<file path="src/hw/rtl/reer_pkg.sv">
// Package for the ray endpoint extent recenter core: payload types, opcodes,
// controller command struct, CORDIC constants and shared arithmetic helpers.
// No dependencies.
`default_nettype none

package reer_pkg;

    localparam int MARGIN_W = 25;
    localparam int X_W      = 42;
    localparam int Z_W      = 34;
    localparam int STEP_W   = 5;
    localparam int GUARD_W  = 8;

    localparam logic [1:0] OP_ACC = 2'd0;
    localparam logic [1:0] OP_REC = 2'd1;
    localparam logic [1:0] OP_CLR = 2'd2;

    localparam logic [31:0]         CORDIC_GAIN  = 32'd2608131496;
    localparam logic [MARGIN_W-1:0] MARGIN_RESET = 25'd65536;

    typedef struct packed {
        logic [1:0]         opcode;
        logic signed [31:0] pose_x;
        logic signed [31:0] pose_y;
        logic signed [15:0] heading;
        logic signed [15:0] beam_angle;
        logic [30:0]        range;
    } t_in_item;

    typedef struct packed {
        logic signed [31:0] shifted_x;
        logic signed [31:0] shifted_y;
        logic [31:0]        extent_width;
        logic [31:0]        extent_height;
        logic               box_valid;
    } t_out_item;

    typedef struct packed {
        logic              load_item;
        logic              clear_box;
        logic              seed_box;
        logic              init_rot;
        logic              step;
        logic              rnd;
        logic              widen;
        logic              load_out;
        logic [STEP_W-1:0] step_idx;
    } t_dp_cmd;

    function automatic logic [29:0] atan_q32(input logic [STEP_W-1:0] idx);
        logic [29:0] v;
        case (idx)
            5'd0:    v = 30'h20000000;
            5'd1:    v = 30'h12E4051E;
            5'd2:    v = 30'h09FB385B;
            5'd3:    v = 30'h051111D4;
            5'd4:    v = 30'h028B0D43;
            5'd5:    v = 30'h0145D7E1;
            5'd6:    v = 30'h00A2F61E;
            5'd7:    v = 30'h00517C55;
            5'd8:    v = 30'h0028BE53;
            5'd9:    v = 30'h00145F2F;
            5'd10:   v = 30'h000A2F98;
            5'd11:   v = 30'h000517CC;
            5'd12:   v = 30'h00028BE6;
            5'd13:   v = 30'h000145F3;
            5'd14:   v = 30'h0000A2FA;
            5'd15:   v = 30'h0000517D;
            5'd16:   v = 30'h000028BE;
            5'd17:   v = 30'h0000145F;
            5'd18:   v = 30'h00000A30;
            5'd19:   v = 30'h00000518;
            5'd20:   v = 30'h0000028C;
            5'd21:   v = 30'h00000146;
            5'd22:   v = 30'h000000A3;
            5'd23:   v = 30'h00000051;
            default: v = 30'h0;
        endcase
        return v;
    endfunction

    function automatic logic [31:0] sat_s32(input logic signed [35:0] v);
        logic [31:0] r;
        if ((v[35:31] == 5'b00000) || (v[35:31] == 5'b11111)) begin
            r = v[31:0];
        end else if (v[35]) begin
            r = 32'h8000_0000;
        end else begin
            r = 32'h7FFF_FFFF;
        end
        return r;
    endfunction

endpackage

`default_nettype wire

</file>
<file path="src/hw/rtl/reer_ctrl.sv">
// Controller FSM for the ray endpoint extent recenter core.
// Sequences item load, CORDIC iterations, widening and result hand-off.
// Depends on reer_pkg.
`default_nettype none

module reer_ctrl
    import reer_pkg::*;
#(
    parameter int CORDIC_STEPS = 16
) (
    input  wire logic       i_clk,
    input  wire logic       i_rst_n,
    input  wire logic       i_in_valid,
    input  wire logic [1:0] i_opcode,
    output logic            o_in_ready,
    output logic            o_out_valid,
    input  wire logic       i_out_ready,
    output t_dp_cmd         o_cmd
);

    localparam logic [2:0] ST_IDLE = 3'd0;
    localparam logic [2:0] ST_MUL  = 3'd1;
    localparam logic [2:0] ST_ROT  = 3'd2;
    localparam logic [2:0] ST_RND  = 3'd3;
    localparam logic [2:0] ST_WID  = 3'd4;
    localparam logic [2:0] ST_EMIT = 3'd5;

    localparam logic [STEP_W-1:0] LAST_STEP = STEP_W'(CORDIC_STEPS - 1);

    logic [2:0]        r_state, n_state;
    logic [STEP_W-1:0] r_cnt, n_cnt;
    logic              r_out_valid, n_out_valid;
    logic              accept;

    assign o_in_ready  = (r_state == ST_IDLE);
    assign o_out_valid = r_out_valid;
    assign accept      = i_in_valid && o_in_ready;

    always_comb begin
        n_state     = r_state;
        n_cnt       = r_cnt;
        n_out_valid = r_out_valid && !i_out_ready;
        o_cmd       = '0;
        o_cmd.step_idx = r_cnt;
        case (r_state)
            ST_IDLE: begin
                if (accept) begin
                    o_cmd.load_item = 1'b1;
                    case (i_opcode)
                        OP_ACC:  n_state = ST_MUL;
                        OP_REC:  n_state = ST_EMIT;
                        OP_CLR:  o_cmd.clear_box = 1'b1;
                        default: n_state = ST_IDLE;
                    endcase
                end
            end
            ST_MUL: begin
                o_cmd.seed_box = 1'b1;
                o_cmd.init_rot = 1'b1;
                n_cnt          = '0;
                n_state        = ST_ROT;
            end
            ST_ROT: begin
                o_cmd.step = 1'b1;
                if (r_cnt == LAST_STEP) begin
                    n_state = ST_RND;
                end else begin
                    n_cnt = r_cnt + 1'b1;
                end
            end
            ST_RND: begin
                o_cmd.rnd = 1'b1;
                n_state   = ST_WID;
            end
            ST_WID: begin
                o_cmd.widen = 1'b1;
                n_state     = ST_IDLE;
            end
            ST_EMIT: begin
                if (!r_out_valid || i_out_ready) begin
                    o_cmd.load_out = 1'b1;
                    n_out_valid    = 1'b1;
                    n_state        = ST_IDLE;
                end
            end
            default: n_state = ST_IDLE;
        endcase
    end

    always_ff @(posedge i_clk) begin
        if (!i_rst_n) begin
            r_state     <= ST_IDLE;
            r_cnt       <= '0;
            r_out_valid <= 1'b0;
        end else begin
            r_state     <= n_state;
            r_cnt       <= n_cnt;
            r_out_valid <= n_out_valid;
        end
    end

endmodule

`default_nettype wire

</file>
<file path="src/hw/rtl/reer_dp.sv">
// Datapath for the ray endpoint extent recenter core: item latch, gain
// multiply, iterative CORDIC, endpoint saturation, box bounds, recenter math.
// Depends on reer_pkg.
`default_nettype none

module reer_dp
    import reer_pkg::*;
(
    input  wire logic                i_clk,
    input  wire logic                i_rst_n,
    input  wire t_dp_cmd             i_cmd,
    input  wire t_in_item            i_item,
    input  wire logic                i_cfg_we,
    input  wire logic [MARGIN_W-1:0] i_cfg_wdata,
    output t_out_item                o_out_data
);

    t_in_item                  r_item;
    logic [MARGIN_W-1:0]       r_margin;
    logic                      r_nonempty, n_nonempty;
    logic signed [31:0]        r_min_x, r_max_x, r_min_y, r_max_y;
    logic signed [31:0]        n_min_x, n_max_x, n_min_y, n_max_y;
    logic signed [X_W-1:0]     r_x, r_y, n_x, n_y;
    logic signed [Z_W-1:0]     r_z, n_z;
    logic signed [31:0]        r_ex, r_ey, n_ex, n_ey;
    t_out_item                 r_out, n_out;

    // gain multiply and quadrant fold
    logic signed [15:0]        ang, ang_f;
    logic                      fold;
    logic [62:0]               prod;
    logic signed [X_W-1:0]     x0;

    // rotation step
    logic signed [X_W-1:0]     xs, ys;
    logic signed [Z_W-1:0]     atn;

    // rounding
    logic signed [X_W-1:0]     xr, yr;
    logic signed [Z_W-1:0]     dx, dy;
    logic signed [35:0]        sum_x, sum_y;

    // recenter
    logic [32:0]               mid_sx, mid_sy;
    logic signed [31:0]        mid_x, mid_y;
    logic signed [35:0]        dif_x, dif_y;
    logic [33:0]               ext_w, ext_h;
    logic [33:0]               m2;

    always_comb begin
        ang   = r_item.heading + r_item.beam_angle;
        fold  = (ang > 16'sd16384) || (ang < -16'sd16384);
        ang_f = fold ? {~ang[15], ang[14:0]} : ang;
        prod  = 63'(r_item.range) * 63'(CORDIC_GAIN);
        x0    = {3'b000, prod[62:24]};

        xs  = r_x >>> i_cmd.step_idx;
        ys  = r_y >>> i_cmd.step_idx;
        atn = {{(Z_W-30){1'b0}}, atan_q32(i_cmd.step_idx)};

        xr    = r_x + X_W'(128);
        yr    = r_y + X_W'(128);
        dx    = xr[X_W-1:GUARD_W];
        dy    = yr[X_W-1:GUARD_W];
        sum_x = {{4{r_item.pose_x[31]}}, r_item.pose_x} + {{2{dx[Z_W-1]}}, dx};
        sum_y = {{4{r_item.pose_y[31]}}, r_item.pose_y} + {{2{dy[Z_W-1]}}, dy};

        mid_sx = {r_min_x[31], r_min_x} + {r_max_x[31], r_max_x};
        mid_sy = {r_min_y[31], r_min_y} + {r_max_y[31], r_max_y};
        mid_x  = mid_sx[32:1];
        mid_y  = mid_sy[32:1];
        dif_x  = {{4{r_item.pose_x[31]}}, r_item.pose_x} - {{4{mid_x[31]}}, mid_x};
        dif_y  = {{4{r_item.pose_y[31]}}, r_item.pose_y} - {{4{mid_y[31]}}, mid_y};
        m2     = {8'd0, r_margin, 1'b0};
        ext_w  = {{2{r_max_x[31]}}, r_max_x} - {{2{r_min_x[31]}}, r_min_x} + m2;
        ext_h  = {{2{r_max_y[31]}}, r_max_y} - {{2{r_min_y[31]}}, r_min_y} + m2;
    end

    always_comb begin
        n_x = r_x;
        n_y = r_y;
        n_z = r_z;
        if (i_cmd.init_rot) begin
            n_x = fold ? -x0 : x0;
            n_y = '0;
            n_z = {{(Z_W-32){ang_f[15]}}, ang_f, 16'd0};
        end else if (i_cmd.step) begin
            if (!r_z[Z_W-1]) begin
                n_x = r_x - ys;
                n_y = r_y + xs;
                n_z = r_z - atn;
            end else begin
                n_x = r_x + ys;
                n_y = r_y - xs;
                n_z = r_z + atn;
            end
        end
    end

    assign n_ex = sat_s32(sum_x);
    assign n_ey = sat_s32(sum_y);

    always_comb begin
        n_min_x    = r_min_x;
        n_max_x    = r_max_x;
        n_min_y    = r_min_y;
        n_max_y    = r_max_y;
        n_nonempty = r_nonempty;
        if (i_cmd.clear_box) begin
            n_min_x    = '0;
            n_max_x    = '0;
            n_min_y    = '0;
            n_max_y    = '0;
            n_nonempty = 1'b0;
        end else if (i_cmd.seed_box && !r_nonempty) begin
            n_min_x    = r_item.pose_x;
            n_max_x    = r_item.pose_x;
            n_min_y    = r_item.pose_y;
            n_max_y    = r_item.pose_y;
            n_nonempty = 1'b1;
        end else if (i_cmd.seed_box) begin
            if (r_item.pose_x < r_min_x) n_min_x = r_item.pose_x;
            if (r_item.pose_x > r_max_x) n_max_x = r_item.pose_x;
            if (r_item.pose_y < r_min_y) n_min_y = r_item.pose_y;
            if (r_item.pose_y > r_max_y) n_max_y = r_item.pose_y;
        end else if (i_cmd.widen) begin
            if (r_ex < r_min_x) n_min_x = r_ex;
            if (r_ex > r_max_x) n_max_x = r_ex;
            if (r_ey < r_min_y) n_min_y = r_ey;
            if (r_ey > r_max_y) n_max_y = r_ey;
        end
    end

    always_comb begin
        n_out = r_out;
        if (i_cmd.load_out) begin
            if (r_nonempty) begin
                n_out.shifted_x     = sat_s32(dif_x);
                n_out.shifted_y     = sat_s32(dif_y);
                n_out.extent_width  = (ext_w[33:32] != 2'b00) ? 32'hFFFF_FFFF : ext_w[31:0];
                n_out.extent_height = (ext_h[33:32] != 2'b00) ? 32'hFFFF_FFFF : ext_h[31:0];
                n_out.box_valid     = 1'b1;
            end else begin
                n_out.shifted_x     = r_item.pose_x;
                n_out.shifted_y     = r_item.pose_y;
                n_out.extent_width  = '0;
                n_out.extent_height = '0;
                n_out.box_valid     = 1'b0;
            end
        end
    end

    always_ff @(posedge i_clk) begin
        if (!i_rst_n) begin
            r_margin   <= MARGIN_RESET;
            r_nonempty <= 1'b0;
            r_min_x    <= '0;
            r_max_x    <= '0;
            r_min_y    <= '0;
            r_max_y    <= '0;
        end else begin
            if (i_cfg_we) begin
                r_margin <= i_cfg_wdata;
            end
            r_nonempty <= n_nonempty;
            r_min_x    <= n_min_x;
            r_max_x    <= n_max_x;
            r_min_y    <= n_min_y;
            r_max_y    <= n_max_y;
        end
    end

    always_ff @(posedge i_clk) begin
        if (i_cmd.load_item) begin
            r_item <= i_item;
        end
        if (i_cmd.rnd) begin
            r_ex <= n_ex;
            r_ey <= n_ey;
        end
        r_x     <= n_x;
        r_y     <= n_y;
        r_z     <= n_z;
        r_out   <= n_out;
    end

    assign o_out_data = r_out;

endmodule

`default_nettype wire

</file>
<file path="src/hw/rtl/ray_endpoint_extent_recenter_core.sv">
// Ray endpoint extent recenter core. Accumulate: no new transfer is taken until the
// one-step-per-cycle CORDIC loop and the rounding and widening states are done.
// Recenter: EMIT loads the result, waiting while an older one stalls; a clear stays in IDLE.
// Reset is synchronous, active low: box empty, margin 1.0 m, no result pending.
// Depends on reer_pkg, reer_ctrl, reer_dp.
`default_nettype none

module ray_endpoint_extent_recenter_core
    import reer_pkg::*;
#(
    parameter int CORDIC_STEPS = 16
) (
    input  wire logic                i_clk,
    input  wire logic                i_rst_n,
    input  wire logic                i_in_valid,
    output logic                     o_in_ready,
    input  wire t_in_item            i_in_data,
    output logic                     o_out_valid,
    input  wire logic                i_out_ready,
    output t_out_item                o_out_data,
    input  wire logic                i_cfg_we,
    input  wire logic [MARGIN_W-1:0] i_cfg_wdata
);

    t_dp_cmd cmd;

    reer_ctrl #(
        .CORDIC_STEPS(CORDIC_STEPS)
    ) u_ctrl (
        .i_clk       (i_clk),
        .i_rst_n     (i_rst_n),
        .i_in_valid  (i_in_valid),
        .i_opcode    (i_in_data.opcode),
        .o_in_ready  (o_in_ready),
        .o_out_valid (o_out_valid),
        .i_out_ready (i_out_ready),
        .o_cmd       (cmd)
    );

    reer_dp u_dp (
        .i_clk       (i_clk),
        .i_rst_n     (i_rst_n),
        .i_cmd       (cmd),
        .i_item      (i_in_data),
        .i_cfg_we    (i_cfg_we),
        .i_cfg_wdata (i_cfg_wdata),
        .o_out_data  (o_out_data)
    );

endmodule

`default_nettype wire

</file>
<file path="config.mk">
export PLATFORM = sky130hd
export DESIGN_NAME = ray_endpoint_extent_recenter_core
export DESIGN_NICKNAME = d
export VERILOG_FILES = /design/src/hw/rtl/reer_pkg.sv /design/src/hw/rtl/reer_ctrl.sv /design/src/hw/rtl/reer_dp.sv /design/src/hw/rtl/ray_endpoint_extent_recenter_core.sv
export SDC_FILE = /design/constraint.sdc
export NUM_CORES = 2
export LEC_CHECK = 0
export BUFFER_PORTS_ARGS = -buffer_cell sky130_fd_sc_hd__buf_2
export CAP_MARGIN = 20
export CORE_UTILIZATION = 56
export CTS_BUF_LIST = sky130_fd_sc_hd__clkbuf_4
export CTS_CLUSTER_SIZE = 8
export DETAILED_ROUTE_END_ITERATION = 8
export PLACE_DENSITY = 0.7
export SETUP_SLACK_MARGIN = 0.4
export SYNTH_ARGS = -nofsm -noshare
export SYNTH_HDL_FRONTEND = slang
export SYNTH_SLANG_ARGS = --single-unit
</file>
<file path="constraint.sdc">
create_clock -name i_clk -period 18.41 [get_ports i_clk]
set_clock_uncertainty 0.15 [all_clocks]
set_input_delay 2.7615 -clock i_clk [delete_from_list [all_inputs] [get_ports i_clk]]
set_output_delay 2.7615 -clock i_clk [all_outputs]
set_load 0.01 [all_outputs]
</file>
# [Word-level counts from Yosys, hierarchy flattened]
# Memory sizes are Yosys's and may differ from the RTL's. A register that Yosys moved wholly into a read port is not among the register bits.
# Cells that the tools add are included.
[word_totals] out_inout_bits=131 ram_bits=0 latch_bits=0 in_bits=159 ff_bits=601 mem_count=1 wordCells=177 mem_bits_ro=960
[classes] n_div=0 n_addsub=21 magnitude_cmp=10 eq_ne=21 shifts=2 mux=60 mul=1 reduce_logical=34 bitwise_logic=2
[mem_list] name="(name not given)" depth=32 width=30 read_ports=1 rd_ports_with_merged_regs=1 write_ports=0 line="reer_pkg.sv:52" rtl="case (idx)"
[ops] cell="2-to-1 mux 32 bit" count=30
[ops] cell="2-to-1 mux 42 bit" count=5
[ops] cell="subtractor 32 x 32 -> 33 bit" count=4
[ops] cell="2-to-1 mux 129 bit" count=1
[ops] cell="greater-than comparator 32 bit" count=4
[ops] cell="< comparator 32 bit" count=4
[ops] cell="2-to-1 mux 34 bit" count=3
[ops] cell="adder 42 bit" count=2
[ops] cell="adder 42 x 9 -> 42 bit (second input constant)" count=2
[ops] cell=">>> shifter 42 x 5 -> 42 bit" count=2
[ops] cell="subtractor 42 bit" count=2
[ops] cell="adder 32 x 34 -> 35 bit" count=2
[ops] cell="adder 34 x 26 -> 34 bit" count=2
[ops] cell="adder 32 x 32 -> 33 bit" count=2
[ops] cell="multiplier 31 x 29 -> 60 bit (second input constant)" count=1
[ops] cell="negator 39 -> 42 bit" count=1
[ops] cell="adder 34 x 31 -> 34 bit" count=1
[ops] cell="subtractor 34 x 31 -> 34 bit" count=1
[ops] cell="equality test 5 bit (second input constant)" count=4
[ops] cell="logical NOT 5 bit" count=4
[ops] cell="adder 16 bit" count=1
[ops] cell="greater-than comparator 16 bit (second input constant)" count=1
[ops] cell="< comparator 16 x 15 -> 1 bit (second input constant)" count=1
[ops] cell="2-to-1 mux 16 bit" count=1
[ops] cell="other kinds (29)" count=70

# [Logic depth before layout (Yosys ltp)]
[logic_depth] depth_word=6 mapped_depth=30 depth_no_buf=28

# [Modules after synthesis]
# From an unflattened synthesis, not the netlist that was laid out.
[unflattened] cells_unflattened=8266 hier_area_um2=75756.4
[by_module_without_submodules] mod="reer_dp" area_per_inst_um2=75194.6 seq_area_each_um2=15655.0 cells_each=8202 instances=1
[by_module_without_submodules] mod="reer_ctrl" area_per_inst_um2=561.8 seq_area_each_um2=180.2 cells_each=64 instances=1

# [Worst setup path before layout]
# Ideal clock, no wire load.
[synth_path] path_kind="input-to-reg" from="in i_out_ready" to="reg u_dp.r_out (netlist bit u_dp.o_out_data[0]) (enable)" n_path_buf=0 path_slack_ns=9.043 path_stages=2 t_required_ns=17.627 setup_ns=0.633 arrival_ns=8.585 cell_sequence="nand2b_1 -> nor2b_1"
[synth_rtl] element="start, declared" line="ray_endpoint_extent_recenter_core.sv:19" rtl="input wire logic i_out_ready,"
[synth_rtl] element="end signal, assigned" line="reer_dp.sv:184" rtl="r_out <= n_out;"
[synth_rtl] element="end, declared" line="reer_dp.sv:26" rtl="t_out_item r_out, n_out;"

# [Worst setup path in the final report]
[layout_path] from="reg u_dp.r_item[6] (netlist bit)" to="reg u_dp.r_x[32], data pin"
[layout_via] elab_chain_len=4
[layout_rtl] element="start, declared" line="reer_dp.sv:18" rtl="t_in_item r_item;"
[layout_rtl] element="start signal, assigned" line="reer_dp.sv:175" rtl="r_item <= i_item;"
[layout_rtl] element="multiplier 31 x 29 -> 60 bit (*)" line="reer_dp.sv:54" rtl="prod = 63'(r_item.range) * 63'(CORDIC_GAIN);"
[layout_rtl] element="negator 39 -> 42 bit" line="reer_dp.sv:84" rtl="n_x = fold ? -x0 : x0;"
[layout_rtl] element="2-to-1 mux 42 bit (*)" line="reer_dp.sv:84"
[layout_rtl] element="2-to-1 mux 42 bit (*)" line="reer_dp.sv:83" rtl="if (i_cmd.init_rot) begin"
[layout_rtl] element="named net u_dp.n_x[32]" line="reer_dp.sv:23" rtl="logic signed [X_W-1:0] r_x, r_y, n_x, n_y;"
[layout_rtl] element="end signal, assigned" line="reer_dp.sv:181" rtl="r_x <= n_x;"
[layout_rtl] element="end, declared" line="reer_dp.sv:23"
# Mark *: on every way through the listed nets, which the timed path passes. The rest lies on a longest branch.
# A chain may end at the register's enable or synchronous reset.

==> results.cfg <==
[grt]
grt_use_total = 0.348
grt_pass1_vias = 67500
antenna_found_initial = 6
overflow = 0
grt_pass1_wl_mm = 391
grt_max_degree = 102

[setup_path]
rrSetupSlack_ps = 8510
r2r_end = u_dp.r_x[32]
r2r-start = u_dp.r_item[6]
critPathSlowestCell = edfxtp_1
max_stage_delay_ps = 730
crit_path_start = u_dp.r_item[6]
crit_end = u_dp.r_x[32]
path_class = register to register
crit_required_ps = 19220
worst-path-max-fanout = 9
critPathLaunchType = register
arrival_ps = 10710
reg2reg_depth = 27
crit_top_cell = fa_1
worstSetupEndpointType = register

[worst_hold_path]
hold_class = register to register
min_from = u_dp.r_z[7]

[placement]
place_inst = 10800
gp_congestion = 1.03
dp_hpwl_mm = 205
io_buffers = 289

[clock_network]
clockBufferDepth = 3
cts_sinks = 631
clk_latency_ps = 1240
cts_root_buf = clkbuf_4
cts_hold_buffers = 0
path_clk_slew_ps = 70
cts_tree = yes
h-tree-depth = 4
postCtsSetupBuffers = 0
ctsResizeCount = 0
cts_buffers = 180

[logic_synthesis]
yosys_warnings = 0
synth_adder_area_share = 0.281
synth_mux_area_frac = 0.0647
yosys_register_bits = 631
synth_top_area_share = 0.165
synth_edf_count = 380
synth_compound_area_frac = 0.188
synth_flop_cell = edfxtp_1
syn-cell-area_um2 = 79800
ys_top_cells_by_area = ha_1 (17%), edfxtp_1 (14%), fa_1 (11%), dfxtp_1 (6.3%), inv_1 (4.6%)
synth_xor_area_frac = 0.0662
synth_top_area_cell = ha_1
synthCells = 8934
synthesis.nets = 10600
yosysSeqAreaShare = 0.206
synthSimpleGateAreaFrac = 0.131
post_synth.cell_area_avg_um2 = 8.94
synthDistinctLibCells = 114
async_reset_ff_frac = 0
synth_top_family_by_area = adder cells

[floorplanning]
die-area_um2 = 144000
die_y_um = 380
rows = 138
core_um2 = 141000
die_w_um = 380
io_pins = 290
start_util = 0.565

[cells_and_area]
nFillCells = 12400
nets = 10800
syn2layout_area_growth_pct = 6.93
instances_no_fill = 11200
drive_gt1_frac = 0.101

[timing]
worstMarginPinSlew_ps = 1180
slew_viol_final = 0
rsz0062_at_grt = no
period_minus_slack_ps = 9900
max_freq_mhz = 101
fin_crit_sh = 0.538
hold_violations = 0
slew_headroom = 0.214
fin_tns_setup_ps = 0
final-setup-viol-count = 0

[drt]
dr_wl_met3_mm = 21.4
first_pass_iters = 6
drt-initial-drc-count = 5745
via_per_inst = 6.14
wl_per_cell_um = 22.8
m1WireLength_mm = 107
drc = 0
wl_met2_mm = 114
final_antenna_net_count = 0
top_layer = met5
wl_mm = 255
vias = 68700

[status]
run_status = completed

[run]
cap_violations = 0
[synth_stat cells, drive strengths merged (43+ instances only)]
cell and count:
buf 62, a311oi 49, and2 63, inv 977
ha 1055, a211oi 84, dfxtp 251, o21ai 416
xnor2 387, o21bai 96, o211ai 45, xor2 216
and3 65, nor3 139, o22ai 65, mux2i 188
nand3 134, nand2b 100, mux4 105, nand4 102
clkbuf 280, edfxtp 380, a31oi 84, o31ai 43
nor2 505, fa 455, mux2 77, a21o 316
nand2 762, a21oi 626, o21a 160, nor2b 117
or3 58
[worst min-delay path by stage]
| stage | end | slack, ps | cells past startpoint |
|---|---|---|---|
| 6_report | u_dp.r_z[7] | 310 | 2 |
| 5_1_grt | u_dp.r_z[13] | 330 | 2 |
| 4_1_cts | u_dp.r_z[14] | 310 | 2 |
| 3_5_place_dp | u_dp.r_z[14] | 300 | 2 |
| 3_3_place_gp | u_dp.r_z[5] | 290 | 2 |
| 2_1_floorplan | u_dp.r_z[2] | 280 | 2 |
[worst max-delay path, delay by kind of cell (launching register included)]
family,cells,cell delay (ps)
XOR/XNOR,1,100
AND/OR/NAND/NOR,4,1160
AO/OA/AOI/OAI,6,2220
adder cells (fa/ha/maj),9,4500
buffers and inverters,6,510
multiplexers,1,260
flip-flops,1,730
[logic make-up after synthesis]
| kind of cell | Yosys count |
|---|---|
| AOI/OAI and AO/OA | 2293 |
| xor gates and xnor gates | 603 |
| adders and majority gates | 1521 |
| buffers and inverters | 1322 |
| DFF | 631 |
| muxes | 370 |
| and+or+nand+nor | 2194 |
[per-layer routing]
layer,track usage,up-vias
met5,0,-
met4,0.153,2
met3,0.0696,544
met2,0.553,2831
met1,0.458,33000
li1,-,32300
[cell usage in the layout, fill, tap and decap left out, types with 216 or more instances in the layout]
cell type / Yosys / layout
ha_1: 1055 / 1055
inv_1: 976 / 974
nand2_1: 762 / 760
a21oi_1: 626 / 624
nor2_1: 505 / 502
fa_1: 455 / 455
o21ai_0: 406 / 406
xnor2_1: 387 / 387
edfxtp_1: 380 / 380
a21o_1: 316 / 316
buf_2: 26 / 289
clkbuf_4: 0 / 257
dfxtp_1: 251 / 245
xor2_1: 216 / 216
[flip-flops by register name (all words and copies together), names as in the netlist, 30 cells and up]
register and cells:
u_dp.r_y 42, u_dp.r_item 127, u_dp.r_max_y 32, u_dp.r_max_x 32, u_dp.r_ey 32, u_dp.r_x 42
u_dp.atn 30, u_dp.r_z 34, u_dp.r_min_y 32, u_dp.r_min_x 32, u_dp.r_ex 32, u_dp.o_out_data 129
[through the flow]
| stage | util | hold slack, ps | cell area (um2) | setup slack, ps |
|---|---|---|---|---|
| after floorplan | - | 282 | 79800 | 9040 |
| after global placement | 0.586 | 292 | 82900 | 8790 |
| after detailed placement | 0.586 | 304 | 82900 | 8620 |
| after CTS | 0.603 | 312 | 85300 | 8560 |
| after global routing | 0.604 | 326 | 85400 | 7970 |
| final | 0.604 | 312 | 85400 | 8510 |
[layout make-up]
type | instances | area [um2] | share of cell area
diodes | 6 | 15.0 | 0.000176
flip-flops and latches | 631 | 16500 | 0.193
clock inverters | 74 | 474 | 0.00556
clock buffers | 257 | 1930 | 0.0226
repair buffers | 363 | 2010 | 0.0235
inverters | 980 | 3680 | 0.0431
well taps | 1890 | 2360 | 0.0277
multi-input cells | 6981 | 58400 | 0.685
Power is not shown: default switching activity piles up to over one toggle a cycle in this logic, so the estimate is an artifact.
